$ cat config.mk
export PLATFORM = sky130hd
export DESIGN_NAME = pft_header_parser_core
export DESIGN_NICKNAME = d
export VERILOG_FILES = /design/src/rtl/pfthp_pkg.sv /design/src/rtl/pft_header_parser_core.sv /design/src/rtl/pfthp_parse.sv /design/src/rtl/pfthp_out_reg.sv
export SDC_FILE = /design/constraint.sdc
export NUM_CORES = 1
export LEC_CHECK = 0
export BUFFER_PORTS_ARGS = -buffer_cell sky130_fd_sc_hd__clkbuf_2
export CORE_UTILIZATION = 57
export CTS_CLUSTER_SIZE = 30
export DETAILED_ROUTE_END_ITERATION = 10
export PLACE_DENSITY = 0.8
export SKIP_LAST_GASP = 1
export SLEW_MARGIN = 20
export SYNTH_ARGS = -nofsm -noshare
export SYNTH_HDL_FRONTEND = slang
export SYNTH_SLANG_ARGS = --single-unit
$ cat constraint.sdc
create_clock -name clk -period 17.5 [get_ports clk]
set_input_delay 0 -clock clk [delete_from_list [all_inputs] [get_ports clk]]
set_output_delay 0 -clock clk [all_outputs]
set_load 0.005 [all_outputs]
$ cat src/rtl/pfthp_pkg.sv
// Shared types and constants for the fragment header parser.
// No dependencies; imported by every module of the block.
package pfthp_pkg;

  localparam logic [7:0] SYNC0 = 8'h50;
  localparam logic [7:0] SYNC1 = 8'h46;

  localparam int FEC_BIT  = 15;
  localparam int ADDR_BIT = 14;
  localparam int LEN_W    = 14;

  localparam int POS_W = 5;
  localparam int LP_W  = 6;

  // header layout positions, with both optional groups present
  localparam logic [LP_W-1:0] LP_SYNC1 = 6'd1;
  localparam logic [LP_W-1:0] LP_SEQ   = 6'd3;
  localparam logic [LP_W-1:0] LP_IDX   = 6'd6;
  localparam logic [LP_W-1:0] LP_CNT   = 6'd9;
  localparam logic [LP_W-1:0] LP_LEN   = 6'd11;
  localparam logic [LP_W-1:0] LP_RSK   = 6'd12;
  localparam logic [LP_W-1:0] LP_RSZ   = 6'd13;
  localparam logic [LP_W-1:0] LP_ADDR  = 6'd14;
  localparam logic [LP_W-1:0] LP_SRC   = 6'd15;
  localparam logic [LP_W-1:0] LP_DST   = 6'd17;
  localparam logic [LP_W-1:0] LP_CRC   = 6'd19;

  localparam logic [1:0] ST_OK       = 2'd0;
  localparam logic [1:0] ST_BAD_SYNC = 2'd1;
  localparam logic [1:0] ST_SRC_MISS = 2'd2;
  localparam logic [1:0] ST_DST_MISS = 2'd3;

  localparam logic [1:0] REG_FILTER_EN = 2'd0;
  localparam logic [1:0] REG_WANT_SRC  = 2'd1;
  localparam logic [1:0] REG_WANT_DST  = 2'd2;

  localparam int TDATA_W = 144;

  typedef struct packed {
    logic        filter_en;
    logic [15:0] want_src;
    logic [15:0] want_dst;
  } cfg_t;

  typedef struct packed {
    logic [1:0]       status;
    logic [15:0]      seq_number;
    logic [23:0]      frag_index;
    logic [23:0]      frag_count;
    logic [LEN_W-1:0] payload_len;
    logic             has_fec;
    logic [7:0]       rs_k;
    logic [7:0]       rs_z;
    logic [15:0]      src_addr;
    logic [15:0]      dst_addr;
    logic [15:0]      header_crc;
  } res_t;

endpackage

$ cat src/rtl/pft_header_parser_core.sv
// Top level of the fragment header parser: input register, config registers,
// parser and result register. Depends on pfthp_pkg, pfthp_parse, pfthp_out_reg.
//
//  channel | direction | payload
//  in_     | slave     | tdata[7:0] data_byte, tuser[0] first_byte
//  out_    | master    | tuser[1:0] status, tdata header fields
//  cfg_    | slave     | cfg_index register, cfg_data value
//
// One byte per cycle unless the result register is full. Each byte is parsed
// from the input register; each result is held in the result register.
// The input register advances whenever the result register is free or drained.
// Synchronous active-low reset; parser comes up idle until a first byte.
module pft_header_parser_core (
  input  logic         clk,
  input  logic         rst_n,
  input  logic         in_tvalid,
  output logic         in_tready,
  input  logic [7:0]   in_tdata,   // [7:0] data_byte
  input  logic [0:0]   in_tuser,   // [0] first_byte
  output logic         out_tvalid,
  input  logic         out_tready,
  // [15:0] seq_number, [39:16] frag_index, [63:40] frag_count,
  // [77:64] payload_len, [78] has_fec, [86:79] rs_k, [94:87] rs_z,
  // [110:95] src_addr, [126:111] dst_addr, [142:127] header_crc, [143] zero
  output logic [pfthp_pkg::TDATA_W-1:0] out_tdata,
  output logic [1:0]   out_tuser,  // [1:0] status
  input  logic         cfg_valid,
  output logic         cfg_ready,
  input  logic [1:0]   cfg_index,
  input  logic [15:0]  cfg_data
);
  import pfthp_pkg::*;

  logic       in_vld_r;
  logic [7:0] in_byte_r;
  logic       in_first_r;
  logic       go;
  logic       slot_free;
  logic       res_vld;
  res_t       res;
  res_t       out_res;
  cfg_t       cfg_r;

  assign go        = in_vld_r && slot_free;
  assign in_tready = !in_vld_r || slot_free;
  assign cfg_ready = 1'b1;

  always_ff @(posedge clk) begin
    if (!rst_n) begin
      in_vld_r <= 1'b0;
    end else if (in_tready) begin
      in_vld_r <= in_tvalid;
    end
  end

  always_ff @(posedge clk) begin
    if (in_tvalid && in_tready) begin
      in_byte_r  <= in_tdata;
      in_first_r <= in_tuser[0];
    end
  end

  always_ff @(posedge clk) begin
    if (!rst_n) begin
      cfg_r <= '0;
    end else if (cfg_valid) begin
      case (cfg_index)
        REG_FILTER_EN: cfg_r.filter_en <= cfg_data[0];
        REG_WANT_SRC:  cfg_r.want_src  <= cfg_data;
        REG_WANT_DST:  cfg_r.want_dst  <= cfg_data;
        default: begin
        end
      endcase
    end
  end

  pfthp_parse u_parse (
    .clk        (clk),
    .rst_n      (rst_n),
    .step       (go),
    .data_byte  (in_byte_r),
    .first_byte (in_first_r),
    .cfg        (cfg_r),
    .res_vld    (res_vld),
    .res        (res)
  );

  pfthp_out_reg u_out_reg (
    .clk       (clk),
    .rst_n     (rst_n),
    .load      (go && res_vld),
    .load_data (res),
    .out_ready (out_tready),
    .out_valid (out_tvalid),
    .out_data  (out_res),
    .slot_free (slot_free)
  );

  assign out_tuser = out_res.status;
  assign out_tdata = {1'b0, out_res.header_crc, out_res.dst_addr, out_res.src_addr,
                      out_res.rs_z, out_res.rs_k, out_res.has_fec, out_res.payload_len,
                      out_res.frag_count, out_res.frag_index, out_res.seq_number};

endmodule

$ cat src/rtl/pfthp_parse.sv
// Header parser state: byte position, flags, byte shifter and captured fields.
// Depends on pfthp_pkg. Produces at most one result per stepped byte.
module pfthp_parse (
  input  logic                clk,
  input  logic                rst_n,
  input  logic                step,
  input  logic [7:0]          data_byte,
  input  logic                first_byte,
  input  pfthp_pkg::cfg_t     cfg,
  output logic                res_vld,
  output pfthp_pkg::res_t     res
);
  import pfthp_pkg::*;

  logic [POS_W-1:0] pos_r;
  logic             done_r;
  logic             fec_r;
  logic             addr_r;
  logic [15:0]      shift_r;

  logic [15:0]      seq_r;
  logic [23:0]      idx_r;
  logic [23:0]      cnt_r;
  logic [15:0]      len_r;
  logic [7:0]       rsk_r;
  logic [7:0]       rsz_r;
  logic [15:0]      src_r;
  logic [15:0]      dst_r;

  logic [POS_W-1:0] pos_e;
  logic [15:0]      shift_e;
  logic             fec_e;
  logic             addr_e;
  logic             active;
  logic [23:0]      acc;
  logic             sync_bad;
  logic [LP_W-1:0]  lp0;
  logic [LP_W-1:0]  lp1;
  logic [LP_W-1:0]  lp2;
  logic [1:0]       status;

  always_comb begin
    pos_e    = first_byte ? '0 : pos_r;
    shift_e  = first_byte ? '0 : shift_r;
    fec_e    = first_byte ? 1'b0 : fec_r;
    addr_e   = first_byte ? 1'b0 : addr_r;
    active   = first_byte || !done_r;
    acc      = {shift_e, data_byte};
    sync_bad = ((pos_e == '0) && (data_byte != SYNC0)) ||
               ((pos_e == LP_SYNC1[POS_W-1:0]) && (data_byte != SYNC1));
    lp0 = {1'b0, pos_e};
    lp1 = ((lp0 >= LP_RSK) && !fec_e) ? lp0 + 6'd2 : lp0;
    lp2 = ((lp1 >= LP_ADDR) && !addr_e) ? lp1 + 6'd4 : lp1;
  end

  always_comb begin
    if (cfg.filter_en && (src_r != cfg.want_src)) begin
      status = ST_SRC_MISS;
    end else if (cfg.filter_en && (dst_r != cfg.want_dst)) begin
      status = ST_DST_MISS;
    end else begin
      status = ST_OK;
    end
  end

  assign res_vld = step && active && (sync_bad || (lp2 == LP_CRC));

  always_comb begin
    res = '0;
    if (sync_bad) begin
      res.status = ST_BAD_SYNC;
    end else begin
      res.status      = status;
      res.seq_number  = seq_r;
      res.frag_index  = idx_r;
      res.frag_count  = cnt_r;
      res.payload_len = len_r[LEN_W-1:0];
      res.has_fec     = len_r[FEC_BIT];
      res.rs_k        = rsk_r;
      res.rs_z        = rsz_r;
      res.src_addr    = src_r;
      res.dst_addr    = dst_r;
      res.header_crc  = acc[15:0];
    end
  end

  // control state
  always_ff @(posedge clk) begin
    if (!rst_n) begin
      pos_r   <= '0;
      done_r  <= 1'b1;
      fec_r   <= 1'b0;
      addr_r  <= 1'b0;
      shift_r <= '0;
    end else if (step && active) begin
      if (sync_bad) begin
        done_r  <= 1'b1;
        pos_r   <= pos_e;
        shift_r <= shift_e;
        fec_r   <= fec_e;
        addr_r  <= addr_e;
      end else begin
        shift_r <= acc[15:0];
        fec_r   <= (lp2 == LP_LEN) ? acc[FEC_BIT] : fec_e;
        addr_r  <= (lp2 == LP_LEN) ? acc[ADDR_BIT] : addr_e;
        if (lp2 == LP_CRC) begin
          done_r <= 1'b1;
          pos_r  <= pos_e;
        end else begin
          done_r <= 1'b0;
          pos_r  <= pos_e + 5'd1;
        end
      end
    end
  end

  // captured fields
  always_ff @(posedge clk) begin
    if (step) begin
      if (first_byte) begin
        seq_r <= '0;
        idx_r <= '0;
        cnt_r <= '0;
        len_r <= '0;
        rsk_r <= '0;
        rsz_r <= '0;
        src_r <= '0;
        dst_r <= '0;
      end else if (active && !sync_bad) begin
        case (lp2)
          LP_SEQ: begin
            seq_r <= acc[15:0];
          end
          LP_IDX: begin
            idx_r <= acc;
          end
          LP_CNT: begin
            cnt_r <= acc;
          end
          LP_LEN: begin
            len_r <= acc[15:0];
          end
          LP_RSK: begin
            rsk_r <= data_byte;
          end
          LP_RSZ: begin
            rsz_r <= data_byte;
          end
          LP_SRC: begin
            src_r <= acc[15:0];
          end
          LP_DST: begin
            dst_r <= acc[15:0];
          end
          default: begin
          end
        endcase
      end
    end
  end

endmodule

$ cat src/rtl/pfthp_out_reg.sv
// Result register: holds one result transaction until the sink takes it.
// Depends on pfthp_pkg.
module pfthp_out_reg (
  input  logic             clk,
  input  logic             rst_n,
  input  logic             load,
  input  pfthp_pkg::res_t  load_data,
  input  logic             out_ready,
  output logic             out_valid,
  output pfthp_pkg::res_t  out_data,
  output logic             slot_free
);
  import pfthp_pkg::*;

  logic vld_r;
  res_t data_r;

  assign slot_free = !vld_r || out_ready;
  assign out_valid = vld_r;
  assign out_data  = data_r;

  always_ff @(posedge clk) begin
    if (!rst_n) begin
      vld_r <= 1'b0;
    end else if (load) begin
      vld_r <= 1'b1;
    end else if (out_ready) begin
      vld_r <= 1'b0;
    end
  end

  always_ff @(posedge clk) begin
    if (load) begin
      data_r <= load_data;
    end
  end

endmodule

==> results.tsv <==
metric	value	unit
Sink Count	340	
crit path DAT	6.25	ns
CP endpoint	u_out_reg.out_data[129]	
Seq cells post-synth	340	
Worst R2R Path Depth	14	
Main synth FF type	edfxtp_1	
die width	153	microns
cell count after synthesis	875	
# hold bufs at CTS	30	
largest family of logic cells by synthesized area	simple AND/OR/NAND/NOR gates	
GP Congestion	0.828	
clk_lat worst skew	0.51	ns
Peak VDD IR	0.0883	mV
die footprint	0.0234	sq mm
worst clock skew	0.0245	ns
routed vias/inst	5.49	
number of global-route vias before repair	7545	
Most Crowded Layer GR	met2	
DR iter-0 viols	670	
Residual DRC	16	
Yosys top cell by area	edfxtp_1	
first-pass GRT wire length	42.9	mm
IO buf count	178	
Num CTS Buffers	35	
DP Wirelength	17.3	mm
Final Cycle Share	35.0	%
Clock Path Buffers	3	
RSZ-0062 raised after global routing	no	
ys async rst share	0	%
post-DR wirelength/cell	20.2	microns
Post-Synth Adder-Cell Area	0.579	%
internal power	0.00138	W
Compound-Gate Fraction of Synth Area	5.13	%
Initial Util	58.7	%
Crit-path slowest cell	buf_4	
r2r setup slk	11.38	ns
layout cells sized above 1	24.0	%
required time of the critical path	17.63	ns
diode count	0	
Setup Fix Bufs, Post-CTS	0	
Top delay family on crit path	buffers and inverters	
Mapped Avg Cell Area	14.8	sq um
setup TNS	0	ns
most frequent cells in the layout	edfxtp_1 (281), clkbuf_2 (178), and2_1 (147)	
Core Rows	54	
Clk pwr share	44.7	%
post-CTS sizing	0	
Worst Setup Slack, final	11.38	ns
relative slew slack	22.9	%
Post-synth EDFFs	281	
Hold Crit Class	in -> reg	
CTS clk-pin slew, worst paths	0.06	ns
DRT Wirelength	28.1	mm
Slew Viols, Final	0	
commonest non-fill, non-tap cell in the layout	edfxtp_1	
Yosys top cell area share	65.1	%
DIE HEIGHT	153	microns
Least-Margin Pin Slew	1.15	ns
Sequential Power Share	52.4	%
Crit. Startpoint	in_first_r	
R2R Path End	u_out_reg.out_data[129]	
XOR/XNOR Fraction of Synth Area	2.30	%
PD cells	109	mW/mm^2
max_cap viols	0	
GR Util met3	4.34	%
slowest stage delay, CP	0.83	ns
Switching Share	19.3	%
Remaining Overflow, GRT	0	
DR vias	7666	
CP Max Fanout	72	
sequential-to-total area share from yosys stat	74.2	%
CP cell instances	buf_4 > nand2b_1 > ha_1 > or3b_2 > a31o_2 > inv_2 > ha_1 > nand2_1 > xnor2_1 > nor4_1 > nand2_1 > a21boi_4 > buf_4 > buf_4	
largest net degree at the start of global routing	120	
Syn Nets	913	
Synth Area in Simple Gates	15.2	%
Setup Slack @ Placement	11.49	ns
fraction of synthesized area in multiplexers	0.675	%
I/O pin total	181	
Pre-Repair DR Iteration Count	8	
WP depth	14	
Period minus WS final	6.12	ns
Comb pwr share	3.0	%
Layout Nets	1127	
initial antenna violation count	1	
Final Hold Fails	0	
Syn Std Cell Area	0.0130	sq mm
ranking of synthesized cells by area	edfxtp_1 (65%), dfxtp_1 (9.1%), and2_1 (7.1%)	
GR Util All Layers	24.3	%
Crit. End Element	flop	
clock root cell	clkbuf_16	
switching pwr	0.000329	W
core area	0.0221	sq mm
Final Setup Violations	0	
Worst Path Class, Setup	reg -> reg	
fmax	163	MHz
met2 usage	41.7	%
remaining antenna violation count	0	
Leak	5.83	nW
critical path startpoint category	flop	
Area Overhead vs Synth	20.7	%
status	complete, but fails checks	
Buf+Inv Stages, Crit Path	4	
grt met1 use	30.7	%
failing checks	DRC	
Synth Warn #	0	
Synth cell types	63	
CTS H-Tree Depth	2	
worst r2r src	in_first_r	
CTS tree	yes	
CP most frequent cell	buf_4	
-- cell type report --
cell class,count,area (sq um)
timing repair buffer,221,1290
clock inverter,11,195
tap,280,350
multi-input combinational,485,3170
clock buffer,53,1000
sequential,340,9620
fill,1404,6440
inverter,6,22.5
-- logic make-up after synthesis --
logic type | Yosys count
xor gates and xnor gates | 34
other | 2
buffers and inverters | 50
DFF | 340
muxes | 7
AOI/OAI and AO/OA | 91
and+or+nand+nor | 345
adders and majority gates | 6
-- through the flow --
stage               utilization, %  instance area (sq um)  cells  power, W  hold slack (ns)
floorplan                        -                  13000    875  0.000938           0.0989
global placement              64.0                  14100   1302  0.000955            0.177
detailed placement            64.0                  14100   1302  0.000956            0.179
CTS                           70.8                  15700   1396   0.00172           0.0555
global route                  70.9                  15700   1396   0.00175            0.120
finish                        70.9                  15700   1396   0.00171           0.0738
-- worst reg2reg max path: cells and delay by family, from the launching register on --
| family | cells | cell delay, ns |
|---|---|---|
| compound gates | 2 | 0.70 |
| fa+ha+maj | 2 | 0.60 |
| buf+inv | 4 | 2.03 |
| xor+xnor | 1 | 0.13 |
| flops | 1 | 0.35 |
| simple gates | 5 | 1.88 |
-- per-layer routing --
layer | vias to the layer above | share of wire [%]
li1 | 3554 | -
met1 | 3729 | 41
met5 | - | 0.046
met4 | 2 | 3.5
met2 | 312 | 49
met3 | 69 | 6.5
-- synth_stat cells, types with 3 or more instances --
cell / number
edfxtp_1: 281
and2_1: 147
nand2_1: 83
dfxtp_1: 59
nor2b_1: 42
clkbuf_1: 35
xnor2_1: 34
a21boi_0: 33
a22oi_1: 16
nand3_1: 14
a21oi_1: 10
nand4_1: 10
nor2_1: 9
nand2b_1: 7
ha_1: 6
o21ai_0: 6
a31oi_1: 5
mux2i_1: 5
buf_4: 4
inv_1: 4
nor3_1: 4
nor4_1: 4
clkbuf_8: 3
nand3b_1: 3
o31ai_1: 3
or4_1: 3
-- worst min-delay path by stage --
stage,start,to,slack (ns),depth (start not counted)
finish,rst_n,u_parse.done_r,0.07,3
global route,rst_n,u_parse.done_r,0.12,3
CTS,rst_n,u_parse.done_r,0.06,3
detailed placement,in_tdata[2],in_byte_r[2],0.18,1
global placement,in_tdata[6],in_byte_r[6],0.18,1
floorplan,in_tdata[0],in_byte_r[0],0.1,0
-- sequential cells by signal, indices dropped and copies added (netlist names) --
signal               count
in_vld_r                 1
u_out_reg.out_data     145
u_parse.fec_r            1
u_parse.rsk_r            8
u_parse.cnt_r           24
u_parse.dst_r           16
u_parse.pos_r            5
u_parse.rsz_r            8
u_parse.len_r           15
u_parse.shift_r         16
u_parse.idx_r           24
in_byte_r                8
in_first_r               1
u_parse.src_r           16
u_parse.done_r           1
u_parse.seq_r           16
u_parse.addr_r           1
cfg_r                   33
u_out_reg.out_valid      1
-- power groups by stage --
stage / sequential, W / clock (W) / combinational [W]
after floorplan: 0.000916 / 0 / 0.0000228
after global placement: 0.000911 / 0 / 0.0000434
after detailed placement: 0.000912 / 0 / 0.0000446
after CTS: 0.000895 / 0.000771 / 0.0000501
after global routing: 0.000896 / 0.000804 / 0.0000546
final: 0.000895 / 0.000764 / 0.0000505
Power figures use the tool's default switching activity.
